===== src/sv/tscd_pkg.sv =====
package tscd_pkg;

  // Field and register widths
  localparam int SAMPLE_W   = 16;
  localparam int MEAN_W     = 16;
  localparam int MAG_W      = 16;
  localparam int GAIN_W     = 16;
  localparam int THR_W      = 47;
  localparam int SUM_W      = 48;
  localparam int IDX_W      = 16;
  localparam int CFG_IDX_W  = 8;
  localparam int CFG_DATA_W = 48;

  // Defaults for the top-level parameters
  localparam int MAX_RUN_DEF      = 65536;
  localparam int SAMPLE_WIDTH_DEF = 16;

  // Score datapath widths
  localparam int X_W     = SAMPLE_W + 1;          // sign-extended sample
  localparam int DIFF_W  = X_W + 1;               // sample minus mean
  localparam int ERR_W   = DIFF_W + 2;            // 2*d - change_mag
  localparam int PROD_W  = ERR_W + GAIN_W + 1;    // times gain
  localparam int SCORE_W = PROD_W - 1;            // halved, floor

  // Reset values of the configuration registers
  localparam logic [GAIN_W-1:0] GAIN_RESET = GAIN_W'(256);
  localparam logic [THR_W-1:0]  THR_RESET  = THR_W'(1280);

  // Configuration register indexes
  typedef enum logic [CFG_IDX_W-1:0] {
    REG_MEAN_REF   = CFG_IDX_W'(0),
    REG_CHANGE_MAG = CFG_IDX_W'(1),
    REG_GAIN       = CFG_IDX_W'(2),
    REG_THRESHOLD  = CFG_IDX_W'(3)
  } cfg_reg_t;

  typedef struct packed {
    logic signed [SAMPLE_W-1:0] sample;
    logic                       start_req;
  } in_req_t;

  typedef struct packed {
    logic             alarm;
    logic             side;
    logic [IDX_W-1:0] detect_index;
    logic [IDX_W-1:0] change_index;
    logic             frozen;
  } out_res_t;

  typedef struct packed {
    logic [CFG_IDX_W-1:0]  index;
    logic [CFG_DATA_W-1:0] wdata;
  } cfg_req_t;

  // Pipeline control travelling alongside the scores
  typedef struct packed {
    logic valid;
    logic start;
  } stage_ctl_t;

endpackage


===== src/sv/tscd_stream_if.sv =====
interface tscd_stream_if #(parameter type T = logic);
  logic valid;
  logic ready;
  T     data;

  modport source (output valid, output data, input ready);
  modport sink   (input valid, input data, output ready);
endinterface


===== src/sv/tscd_score.sv =====
module tscd_score
  import tscd_pkg::*;
#(
  parameter int SAMPLE_WIDTH = SAMPLE_WIDTH_DEF
) (
  input  logic                       clk,
  input  logic                       rst_n,
  input  logic                       en_i,
  input  stage_ctl_t                 ctl_i,
  input  logic signed [SAMPLE_W-1:0] sample_i,
  input  logic signed [MEAN_W-1:0]   mean_i,
  input  logic [MAG_W-1:0]           mag_i,
  input  logic [GAIN_W-1:0]          gain_i,
  output stage_ctl_t                 ctl_o,
  output logic signed [SCORE_W-1:0]  score_up_o,
  output logic signed [SCORE_W-1:0]  score_dn_o
);

  stage_ctl_t                 ctl_in_r;
  stage_ctl_t                 ctl_r;
  logic signed [SAMPLE_W-1:0] sample_r;
  logic signed [SCORE_W-1:0]  score_up_r;
  logic signed [SCORE_W-1:0]  score_dn_r;

  logic signed [X_W-1:0]      x;
  logic signed [DIFF_W-1:0]   d_up;
  logic signed [DIFF_W-1:0]   d_dn;
  logic signed [ERR_W-1:0]    mag_ext;
  logic signed [ERR_W-1:0]    err_up;
  logic signed [ERR_W-1:0]    err_dn;
  logic signed [GAIN_W:0]     gain_s;
  logic signed [PROD_W-1:0]   prod_up;
  logic signed [PROD_W-1:0]   prod_dn;

  // Sign-extend the sample from its low SAMPLE_WIDTH bits; a SAMPLE_WIDTH above SAMPLE_W zero-extends it
  generate
    if (SAMPLE_WIDTH <= SAMPLE_W) begin : g_sext
      assign x = {{(X_W-SAMPLE_WIDTH){sample_r[SAMPLE_WIDTH-1]}},
                  sample_r[SAMPLE_WIDTH-1:0]};
    end else begin : g_zext
      assign x = {{(X_W-SAMPLE_W){1'b0}}, sample_r};
    end
  endgenerate

  // Deviation from the mean, doubled, less the change magnitude
  always_comb begin
    d_up    = DIFF_W'(x) - DIFF_W'(mean_i);
    d_dn    = DIFF_W'(mean_i) - DIFF_W'(x);
    mag_ext = signed'({{(ERR_W-MAG_W){1'b0}}, mag_i});
    err_up  = (ERR_W'(d_up) <<< 1) - mag_ext;
    err_dn  = (ERR_W'(d_dn) <<< 1) - mag_ext;
    gain_s  = signed'({1'b0, gain_i});
    prod_up = PROD_W'(err_up) * PROD_W'(gain_s);
    prod_dn = PROD_W'(err_dn) * PROD_W'(gain_s);
  end

  // Input register, then the halved products (dropping the LSB rounds down)
  always_ff @(posedge clk) begin
    if (!rst_n) begin
      ctl_in_r <= '0;
      ctl_r    <= '0;
    end else if (en_i) begin
      ctl_in_r <= ctl_i;
      ctl_r    <= ctl_in_r;
    end
  end

  always_ff @(posedge clk) begin
    if (en_i) begin
      sample_r   <= sample_i;
      score_up_r <= prod_up[PROD_W-1:1];
      score_dn_r <= prod_dn[PROD_W-1:1];
    end
  end

  assign ctl_o      = ctl_r;
  assign score_up_o = score_up_r;
  assign score_dn_o = score_dn_r;

endmodule


===== src/sv/two_sided_cusum_detector.sv =====
// Two-sided CUSUM change detector.
// in_ch carries one request per sample (sample, start_req); out_ch returns
// exactly one result per request, in order (alarm, side, detect_index,
// change_index, frozen). cfg_ch writes mean_ref, change_mag, gain and
// threshold by index; it is always ready and must only be used while no
// request is in flight. Writes to unknown indexes are dropped.
// Pipeline: an accepted request passes three registers (input, score,
// result) before its result becomes valid.
// Throughput: one request per cycle unless the receiver stalls; the two score
// multipliers sit in their own stage and the sum/minimum/threshold update is combinational.
// The three stages advance together whenever the result register is empty
// or being taken, so a stalled receiver holds the whole pipeline and
// in_ch.ready falls in the same cycle. Nothing is lost or repeated.
// Reset (rst_n low, synchronous) empties the pipeline, clears the sums,
// minima, indexes, count and frozen flag, and loads the register defaults
// (gain 1.0, threshold 5.0). After an alarm the run stays frozen, every
// result reports frozen, until a request with start_req set.
module two_sided_cusum_detector
  import tscd_pkg::*;
#(
  parameter int MAX_RUN      = MAX_RUN_DEF,
  parameter int SAMPLE_WIDTH = SAMPLE_WIDTH_DEF
) (
  input  logic             clk,
  input  logic             rst_n,
  tscd_stream_if.sink      in_ch,
  tscd_stream_if.source    out_ch,
  tscd_stream_if.sink      cfg_ch
);

  localparam int IDX_CAP_I = (MAX_RUN - 1 > 65535) ? 65535 : MAX_RUN - 1;
  localparam logic [IDX_W-1:0] IDX_CAP = IDX_W'(IDX_CAP_I);

  // Configuration registers
  logic signed [MEAN_W-1:0] mean_r;
  logic [MAG_W-1:0]         mag_r;
  logic [GAIN_W-1:0]        gain_r;
  logic [THR_W-1:0]         thr_r;

  // Run state; min_thr holds minimum plus threshold for each side
  logic signed [SUM_W-1:0]  cum_up_r, cum_dn_r;
  logic signed [SUM_W-1:0]  min_up_r, min_dn_r;
  logic signed [SUM_W:0]    min_thr_up_r, min_thr_dn_r;
  logic [IDX_W-1:0]         min_idx_up_r, min_idx_dn_r;
  logic [IDX_W-1:0]         count_r;
  logic                     frozen_r;

  // Result register
  logic                     out_valid_r;
  out_res_t                 out_data_r;

  logic                     adv;
  stage_ctl_t               ctl_in;
  stage_ctl_t               ctl2;
  logic signed [SCORE_W-1:0] score_up, score_dn;

  logic                     frozen_eff;
  logic [IDX_W-1:0]         count_eff;
  logic [IDX_W-1:0]         count_nxt;
  logic                     first;
  logic                     update;
  logic signed [SUM_W:0]    thr_ext;
  logic signed [SUM_W:0]    sum_up, sum_dn;
  logic signed [SUM_W-1:0]  cum_up_nxt, cum_dn_nxt;
  logic                     new_min_up, new_min_dn;
  logic                     alarm_up, alarm_dn;
  out_res_t                 res;

  // Advance the whole pipeline when the result slot frees up
  assign adv          = !out_valid_r || out_ch.ready;
  assign in_ch.ready  = adv;
  assign cfg_ch.ready = 1'b1;
  assign ctl_in       = '{valid: in_ch.valid, start: in_ch.data.start_req};

  tscd_score #(
    .SAMPLE_WIDTH(SAMPLE_WIDTH)
  ) u_score (
    .clk        (clk),
    .rst_n      (rst_n),
    .en_i       (adv),
    .ctl_i      (ctl_in),
    .sample_i   (in_ch.data.sample),
    .mean_i     (mean_r),
    .mag_i      (mag_r),
    .gain_i     (gain_r),
    .ctl_o      (ctl2),
    .score_up_o (score_up),
    .score_dn_o (score_dn)
  );

  // Accumulate, track minima and test both sides
  always_comb begin
    frozen_eff = frozen_r && !ctl2.start;
    count_eff  = ctl2.start ? '0 : count_r;
    first      = (count_eff == '0);
    count_nxt  = (count_eff < IDX_CAP) ? count_eff + IDX_W'(1) : count_eff;
    thr_ext    = signed'({{(SUM_W+1-THR_W){1'b0}}, thr_r});

    sum_up = (first ? '0 : (SUM_W+1)'(cum_up_r)) + (SUM_W+1)'(score_up);
    sum_dn = (first ? '0 : (SUM_W+1)'(cum_dn_r)) + (SUM_W+1)'(score_dn);

    // Saturate on overflow of the 48-bit range
    if (sum_up[SUM_W] != sum_up[SUM_W-1]) begin
      cum_up_nxt = {sum_up[SUM_W], {(SUM_W-1){!sum_up[SUM_W]}}};
    end else begin
      cum_up_nxt = sum_up[SUM_W-1:0];
    end
    if (sum_dn[SUM_W] != sum_dn[SUM_W-1]) begin
      cum_dn_nxt = {sum_dn[SUM_W], {(SUM_W-1){!sum_dn[SUM_W]}}};
    end else begin
      cum_dn_nxt = sum_dn[SUM_W-1:0];
    end

    new_min_up = first || (cum_up_nxt < min_up_r);
    new_min_dn = first || (cum_dn_nxt < min_dn_r);
    // Sum minus minimum above threshold; a fresh minimum gives zero
    alarm_up   = !first && ((SUM_W+1)'(cum_up_nxt) > min_thr_up_r);
    alarm_dn   = !first && ((SUM_W+1)'(cum_dn_nxt) > min_thr_dn_r);

    update = adv && ctl2.valid && !frozen_eff;

    res = '0;
    if (frozen_eff) begin
      res.frozen = 1'b1;
    end else if (alarm_up) begin
      res.alarm        = 1'b1;
      res.side         = 1'b0;
      res.detect_index = count_eff;
      res.change_index = min_idx_up_r;
    end else if (alarm_dn) begin
      res.alarm        = 1'b1;
      res.side         = 1'b1;
      res.detect_index = count_eff;
      res.change_index = min_idx_dn_r;
    end
  end

  // Run state and configuration registers
  always_ff @(posedge clk) begin
    if (!rst_n) begin
      mean_r       <= '0;
      mag_r        <= '0;
      gain_r       <= GAIN_RESET;
      thr_r        <= THR_RESET;
      cum_up_r     <= '0;
      cum_dn_r     <= '0;
      min_up_r     <= '0;
      min_dn_r     <= '0;
      min_thr_up_r <= signed'({{(SUM_W+1-THR_W){1'b0}}, THR_RESET});
      min_thr_dn_r <= signed'({{(SUM_W+1-THR_W){1'b0}}, THR_RESET});
      min_idx_up_r <= '0;
      min_idx_dn_r <= '0;
      count_r      <= '0;
      frozen_r     <= 1'b0;
    end else if (update) begin
      count_r  <= count_nxt;
      cum_up_r <= cum_up_nxt;
      cum_dn_r <= cum_dn_nxt;
      frozen_r <= alarm_up || alarm_dn;
      if (new_min_up) begin
        min_up_r     <= cum_up_nxt;
        min_thr_up_r <= (SUM_W+1)'(cum_up_nxt) + thr_ext;
        min_idx_up_r <= count_eff;
      end
      if (new_min_dn) begin
        min_dn_r     <= cum_dn_nxt;
        min_thr_dn_r <= (SUM_W+1)'(cum_dn_nxt) + thr_ext;
        min_idx_dn_r <= count_eff;
      end
    end else if (cfg_ch.valid) begin
      unique case (cfg_ch.data.index)
        REG_MEAN_REF:   mean_r <= signed'(cfg_ch.data.wdata[MEAN_W-1:0]);
        REG_CHANGE_MAG: mag_r  <= cfg_ch.data.wdata[MAG_W-1:0];
        REG_GAIN:       gain_r <= cfg_ch.data.wdata[GAIN_W-1:0];
        REG_THRESHOLD: begin
          thr_r        <= cfg_ch.data.wdata[THR_W-1:0];
          min_thr_up_r <= (SUM_W+1)'(min_up_r) +
                          signed'({{(SUM_W+1-THR_W){1'b0}}, cfg_ch.data.wdata[THR_W-1:0]});
          min_thr_dn_r <= (SUM_W+1)'(min_dn_r) +
                          signed'({{(SUM_W+1-THR_W){1'b0}}, cfg_ch.data.wdata[THR_W-1:0]});
        end
        default: ;
      endcase
    end
  end

  // Result register
  always_ff @(posedge clk) begin
    if (!rst_n) begin
      out_valid_r <= 1'b0;
    end else if (adv) begin
      out_valid_r <= ctl2.valid;
    end
  end

  always_ff @(posedge clk) begin
    if (adv) begin
      out_data_r <= res;
    end
  end

  assign out_ch.valid = out_valid_r;
  assign out_ch.data  = out_data_r;

  // The cached minimum-plus-threshold always matches its parts
  a_min_thr_up: assert property (@(posedge clk) disable iff (!rst_n)
    min_thr_up_r == (SUM_W+1)'(min_up_r) + thr_ext)
    else $error("upward minimum plus threshold out of step");

  a_min_thr_dn: assert property (@(posedge clk) disable iff (!rst_n)
    min_thr_dn_r == (SUM_W+1)'(min_dn_r) + thr_ext)
    else $error("downward minimum plus threshold out of step");

  // An alarm taken into the result register freezes the run
  a_alarm_freezes: assert property (@(posedge clk) disable iff (!rst_n)
    update && (alarm_up || alarm_dn) |=> frozen_r && out_valid_r && out_data_r.alarm)
    else $error("alarm did not freeze the run");

  // The sample index never passes its cap
  a_count_cap: assert property (@(posedge clk) disable iff (!rst_n)
    count_r <= IDX_CAP)
    else $error("sample index beyond cap");

  // The change point never lies after the detection point, and an alarm is never frozen
  a_change_order: assert property (@(posedge clk) disable iff (!rst_n)
    out_valid_r && out_data_r.alarm |->
      out_data_r.change_index <= out_data_r.detect_index && !out_data_r.frozen)
    else $error("change index after detection index");

endmodule


===== src/flat_wrapper.sv =====
// flat-port wrapper written by rule: the top's interface ports become plain ports
module two_sided_cusum_detector_flat import tscd_pkg::*;
#(
  parameter int MAX_RUN      = MAX_RUN_DEF,
  parameter int SAMPLE_WIDTH = SAMPLE_WIDTH_DEF
)
  (clk, rst_n, in_ch_valid, in_ch_data, in_ch_ready, out_ch_valid, out_ch_data, out_ch_ready, cfg_ch_valid, cfg_ch_data, cfg_ch_ready);
  tscd_stream_if #(.T(in_req_t)) in_ch_i ();
  tscd_stream_if #(.T(out_res_t)) out_ch_i ();
  tscd_stream_if #(.T(cfg_req_t)) cfg_ch_i ();
  input  logic clk;
  input  logic rst_n;
  input wire logic [$bits(in_ch_i.valid)-1:0] in_ch_valid;
  input wire logic [$bits(in_ch_i.data)-1:0] in_ch_data;
  output wire logic [$bits(in_ch_i.ready)-1:0] in_ch_ready;
  output wire logic [$bits(out_ch_i.valid)-1:0] out_ch_valid;
  output wire logic [$bits(out_ch_i.data)-1:0] out_ch_data;
  input wire logic [$bits(out_ch_i.ready)-1:0] out_ch_ready;
  input wire logic [$bits(cfg_ch_i.valid)-1:0] cfg_ch_valid;
  input wire logic [$bits(cfg_ch_i.data)-1:0] cfg_ch_data;
  output wire logic [$bits(cfg_ch_i.ready)-1:0] cfg_ch_ready;
  assign in_ch_i.valid = in_ch_valid;
  assign in_ch_i.data = in_ch_data;
  assign in_ch_ready = in_ch_i.ready;
  assign out_ch_valid = out_ch_i.valid;
  assign out_ch_data = out_ch_i.data;
  assign out_ch_i.ready = out_ch_ready;
  assign cfg_ch_i.valid = cfg_ch_valid;
  assign cfg_ch_i.data = cfg_ch_data;
  assign cfg_ch_ready = cfg_ch_i.ready;
  two_sided_cusum_detector #(.MAX_RUN(MAX_RUN), .SAMPLE_WIDTH(SAMPLE_WIDTH)) u_core (.clk(clk), .rst_n(rst_n), .in_ch(in_ch_i), .out_ch(out_ch_i), .cfg_ch(cfg_ch_i));
endmodule

===== config.mk =====
export PLATFORM = sky130hd
export DESIGN_NAME = two_sided_cusum_detector_flat
export DESIGN_NICKNAME = d
export VERILOG_FILES = /design/src/sv/tscd_pkg.sv /design/src/sv/tscd_stream_if.sv /design/src/sv/tscd_score.sv /design/src/sv/two_sided_cusum_detector.sv /design/src/flat_wrapper.sv
export SDC_FILE = /design/constraint.sdc
export NUM_CORES = 2
export LEC_CHECK = 0
export ABC_AREA = 1
export BUFFER_PORTS_ARGS = -buffer_cell sky130_fd_sc_hd__buf_2
export CAP_MARGIN = 15
export CORE_MARGIN = 2
export CORE_UTILIZATION = 49
export DETAILED_ROUTE_END_ITERATION = 8
export SLEW_MARGIN = 15
export SYNTH_ARGS = -nofsm -noshare
export SYNTH_HDL_FRONTEND = slang
export SYNTH_HIERARCHICAL = 1
export SYNTH_SLANG_ARGS = --single-unit

===== constraint.sdc =====
create_clock -name clk -period 9.1 [get_ports clk]
set_input_delay 0.455 -clock clk [delete_from_list [all_inputs] [get_ports clk]]
set_output_delay 0.455 -clock clk [all_outputs]
set_load 0.005 [all_outputs]

* After elaboration in Yosys (flattened, before gate mapping)
Cells that the tools add are included.
Cells by class: equality and inequality tests 7, add/subtract/negate cells 11, bitwise logic cells 1, mux-type cells 17, magnitude comparators 5, reductions and logical operators 28, multiply operators 2
Operators with widths (count):
- 2-to-1 mux 49 bit | 10
- adder 48 x 48 -> 49 bit | 4
- adder 49 bit | 2
- > comparator 48 x 49 -> 1 bit | 2
- less-than comparator 48 bit | 2
- 2-to-1 mux 48 bit | 2
- multiplier 19 x 17 -> 36 bit | 2
- 2-to-1 mux 34 bit | 2
- subtractor 18 x 17 -> 19 bit | 2
- subtractor 16 x 16 -> 17 bit | 2
- 2-to-1 mux 16 bit | 2
- AND reduction 3 bit | 6
- adder 16 x 1 -> 16 bit, second input constant | 1
- equality test 8 x 2 -> 1 bit, second input constant | 2
- logical NOT 16 bit | 1
- less-than comparator 16 bit, second input constant | 1
- equality test 8 x 1 -> 1 bit, second input constant | 1
- logical NOT 8 bit | 1
- logical NOT 1 bit | 6
- logical AND 1 bit | 5
- logical OR 1 bit | 4
- != test 2 bit, second input constant | 2
- AND reduction 2 bit | 2
- nonzero test 2 bit | 2
- 4 further kinds | 5
Word-level totals: bits in registers 562, word-level logic and storage cells 98, input bits 78

* Logic depth before layout (Yosys ltp)
word-level depth 10, gate-level depth with buffers 58, gate-level depth less buffers 55

* Cells and area by module
The synthesis kept the hierarchy.
By module, submodules not included:
- two_sided_cusum_detector | instances 1, cells each 6597, area an instance 41612.4 µm²
- tscd_score | instances 1, cells each 3691, area an instance 29879.9 µm²

* Worst setup path before layout
No wires, ideal clock.
path kind register to register, from reg u_core.u_score.sample_r[0], to reg u_core.u_score.score_up_r[33] (netlist: u_core/u_score/score_up_o[33]) (data pin), data required time 8848 ps, slack 877 ps, stages on the path, launching flop included 41, data arrival time 7970 ps, path buffers 2, clock period less this slack 8223 ps, cell sequence edfxtp_1 -> inv_1 -> ha_1 -> inv_1 -> fa_1 -> nand2_1 -> nand2_1 -> nand2_1 -> nand2_1 -> a31oi_1 -> xor2_1 -> inv_1 -> ha_1 -> a21oi_1 -> o21ai_0 -> nor2_1 -> nand3_2 -> nand2_4 -> [5 not listed] -> clkbuf_1 -> inv_1 -> fa_1 -> fa_1 -> inv_1 -> fa_1 -> inv_1 -> fa_1 -> inv_1 -> ha_1 -> nand2_1 -> nor2_1 -> a211oi_1 -> o21ai_0 -> a21oi_1 -> nand2_1 -> nand2_1 -> nand2_1
Between the ends: cells in the longest elaborated chain, start to end 3
RTL lines:
- start, declared | line tscd_score.sv:21 | logic signed [SAMPLE_W-1:0] sample_r;
- start signal, assigned | line tscd_score.sv:70 | sample_r <= sample_i;
- subtractor 16 x 16 -> 17 bit | line tscd_score.sv:47 | d_up = DIFF_W'(x) - DIFF_W'(mean_i);
- subtractor 18 x 17 -> 19 bit | line tscd_score.sv:50 | err_up = (ERR_W'(d_up) <<< 1) - mag_ext;
- multiplier 19 x 17 -> 36 bit | line tscd_score.sv:53 | prod_up = PROD_W'(err_up) * PROD_W'(gain_s);
- net u_core.u_score.prod_up[34] | line tscd_score.sv:32 | logic signed [PROD_W-1:0] prod_up;
- end signal, assigned | line tscd_score.sv:71 | score_up_r <= prod_up[PROD_W-1:1];
- end, declared | line tscd_score.sv:22 | logic signed [SCORE_W-1:0] score_up_r;
The timed path passes the listed nets, and every way through them passes these cells. A chain may end at the register's enable or synchronous reset.

* Worst setup path in the final report
from reg u_core.u_score.sample_r[4], to reg u_core.u_score.score_up_r[21] (netlist: u_core/u_score/score_up_o[21]) (data pin)
Same word-level chain as after synthesis.

==> impl_metrics.json <==
{
  "status": "complete, no violations",
  "clkLatencyLatePin_ns": 0.72,
  "power_frac_seq_pct": 22.3,
  "switchingPower_w": 0.00631,
  "critical-path-slowest-cell": "fa_1",
  "final_common_cell": "inv_1",
  "post_synth.cell_area_avg_sq_um": 6.95,
  "num_vias": 68100,
  "synth_area_sq_mm": 0.0715,
  "period_share_pct": 96.1,
  "layout.nets": 11800,
  "tightestPinTransition_ns": 1.26,
  "slew_violations": 0,
  "cp.arrival_ns": 9.25,
  "floorplan.initialDensity_pct": 49.2,
  "switching_share_pct": 47.8,
  "antenna_violating_nets_left": 0,
  "synthesis.nets": 11700,
  "via_per_inst": 5.50,
  "setup.worst_path.start": "u_core/u_score/sample_r[4]$_DFFE_PP_",
  "max-clock-path-buffers": 3,
  "syn_to_layout_area_delta_pct": 8.91,
  "grt_start_max_net_pins": 145,
  "synth_flop_cell": "dfxtp_1",
  "first_pass_iters": 6,
  "numCtsBuffers": 73,
  "power_density_mw_per_mm2": 169,
  "max_slew_margin_pct": 15.8,
  "synth_enable_flop_cells": 120,
  "ioPinCount": 116,
  "route.final.wire_length_um": 256000,
  "max_cap_violations": 0,
  "cts_root_buf": "clkbuf_16",
  "minimum_clock_period_ns": 8.75,
  "total_congestion_overflow": 0,
  "worstSetupPathType": "reg2reg",
  "setup_viol": 0,
  "timing.final.hold_violations": 0,
  "r2r-end": "u_core/u_score/score_up_o[21]$_DFFE_PP_",
  "synth.top_cells.by_area": "fa_1 17%, ha_1 13%, dfxtp_1 12%",
  "final_layout_size_suffix_gt1_share_pct": 6.94,
  "share_comb_of_total_power_pct": 53.8,
  "route.detailed.wl_per_inst_um": 20.7,
  "seq_area_frac_synth_pct": 17.3,
  "timing.critical_path.mode_cell": "fa_1",
  "remaining_drc_errors": 0,
  "drtIter0Drc": 5564,
  "max_stage_delay_ns": 0.57,
  "via_count_of_the_first_global_routing_pass": 66100,
  "fin_worst_skew_ns": 0.0488,
  "p_clk_share_pct": 23.9,
  "number_of_warnings_reported_in_the_yosys_synthesis_log": 6,
  "hp-class": "in2reg",
  "worst_setup_ep": "u_core/u_score/score_up_o[21]$_DFFE_PP_",
  "rows": 140,
  "power.static_leakage_nw": 39.7,
  "syn_inst": 10300,
  "port_buffers": 113,
  "synth_top_cell_by_area": "fa_1",
  "power.ir.vdd_worst_v": 0.000145,
  "tritoncts_clock_tree": "yes",
  "number_of_cells_on_the_worst_hold_path": 1,
  "logic_depth_of_the_worst_register_to_register_path": 34,
  "fmax_mhz": 114,
  "worst-path-max-fanout": 6,
  "design_power_total_w": 0.0132,
  "cp_data_required_time_ns": 9.61,
  "synth-seq-cells": 559,
  "grt_first_pass_wirelength_um": 388000,
  "antenna_found_initial": 11,
  "core_area_sq_mm": 0.145,
  "final_cell_mix": "1,982 x inv_1, 1,760 x nand2_1, 1,206 x nor2_1, 921 x a21oi_1, 708 x ha_1",
  "die_y_um": 386,
  "setup.worst_path.start_class": "flip-flop",
  "synth_top_area_share_pct": 17.1,
  "dieArea_sq_mm": 0.149,
  "synth-async-reset-ratio_pct": 0,
  "globalplace.congestion": 0.994,
  "holdWs_ns": 0.0925,
  "place_hpwl_um": 210000,
  "clock-sinks": 559,
  "finish.utilization_pct": 53.6,
  "internal-power_w": 0.00689,
  "r2r_start": "u_core/u_score/sample_r[4]$_DFFE_PP_",
  "htree_levels": 3,
  "synth_cell_type_count": 71,
  "die_width_um": 386,
  "clkTransAtPathRegs_ns": 0.06,
  "grt_usage_pct": 34.1,
  "ff2ff_setup_slack_ns": 0.35,
  "critPathCaptureType": "flip-flop"
}
==> cell usage after synthesis (all sizes together) (4+ instances only) <==
cell	count
nand4	85
a21boi	27
o31ai	17
nor2	1238
o211ai	22
a211oi	38
a31oi	86
clkinv	7
a21oi	942
dfxtp	439
o21a	79
xnor2	77
nor4	30
or2	52
o22ai	4
a31o	5
inv	2040
nand3b	14
o21ai	695
fa	611
edfxtp	120
nor3	72
nand2	1795
xor2	118
clkbuf	212
nand3	491
a21o	34
and2	8
o21bai	36
o221ai	21
ha	718
and3	8
a2111oi	5
buf	112
==> stage by stage <==
stage	TNS (ns)	setup slack (ns)	instances	area [sq um]
global placement	0	0.181	12200	74600
global route	-0.0123	-0.0115	12400	77900
detailed placement	0	0.118	12200	74600
CTS	0	0.0738	12300	77300
finish	0	0.352	12400	77900
floorplan	0	0.877	10300	71500
==> logic make-up after synthesis <==
| kind of cell | synth area share (%) |
|---|---|
| other cells | 0.00525 |
| buf+inv | 13.0 |
| xor+xnor | 2.39 |
| mux | 0.0280 |
| flops | 17.3 |
| compound gates | 15.6 |
| simple gates | 22.0 |
| fa+ha+maj | 29.7 |
==> layer usage <==
| metal | track usage [%] | vias to the layer above | wire, um |
|---|---|---|---|
| li1 | - | 33000 | - |
| met1 | 44.5 | 32200 | 108000 |
| met2 | 56.0 | 2357 | 117000 |
| met3 | 4.64 | 511 | 17500 |
| met4 | 15.4 | 8 | 13000 |
| met5 | 0 | - | 46 |
==> area by class of cell <==
cell class	instances	area (sq um)
flip-flops and latches	559	12400
clock buffers	95	2030
well taps	1917	2400
inverters	2047	7710
fillers	14600	67400
clock inverters	39	574
diodes	5	12.5
repair buffers	357	2550
multi-input cells	7358	50200
==> power by group through the flow <==
stage | Sequential (W) | Clock [W] | Combinational [W]
after floorplan | 0.00289 | 0 | 0.00473
after global placement | 0.00298 | 0 | 0.00680
final | 0.00294 | 0.00315 | 0.00711
after CTS | 0.00293 | 0.00322 | 0.00694
after global routing | 0.00295 | 0.00331 | 0.00794
after detailed placement | 0.00298 | 0 | 0.00690
==> worst min-delay path by stage <==
stage / from / to / slack, ns
floorplan: u_core/cum_dn_r[47]$_SDFFE_PN0P_ / u_core/cum_dn_r[47]$_SDFFE_PN0P_ / 0.43
detailed placement: u_core/cum_up_r[25]$_SDFFE_PN0P_ / u_core/cum_up_r[25]$_SDFFE_PN0P_ / 0.45
CTS: in_ch_data[11] / u_core/u_score/sample_r[10]$_DFFE_PP_ / 0.06
global route: in_ch_data[8] / u_core/u_score/sample_r[7]$_DFFE_PP_ / 0.07
global placement: u_core/cum_up_r[25]$_SDFFE_PN0P_ / u_core/cum_up_r[25]$_SDFFE_PN0P_ / 0.44
finish: in_ch_data[11] / u_core/u_score/sample_r[10]$_DFFE_PP_ / 0.09
==> state kept, by name, indices dropped and copies added, names as in the netlist, 34 cells and up <==
| signal | flops |
|---|---|
| u_core/min_thr_dn_r | 49 |
| u_core/cum_dn_r | 48 |
| u_core/out_ch.data | 35 |
| u_core/u_score/score_dn_o | 34 |
| u_core/thr_r | 47 |
| u_core/cum_up_r | 48 |
| u_core/min_thr_up_r | 49 |
| u_core/u_score/score_up_o | 35 |
| u_core/min_dn_r | 48 |
| u_core/min_up_r | 48 |
==> critical path, delay by kind of cell (launching register included) <==
family	cells	cell delay, ns
fa+ha+maj	9	4.00
flops	1	0.43
simple gates	7	0.97
xor+xnor	2	0.52
buf+inv	7	1.00
compound gates	9	1.65
==> repair_timing <==
action	CTS	global route
hold buffers	12	0
setup buffers	0	25
endpoints found under the setup margin	0	291
hold endpoints to repair	12	0
gates resized for setup	0	119
Power figures use the tool's default switching activity.
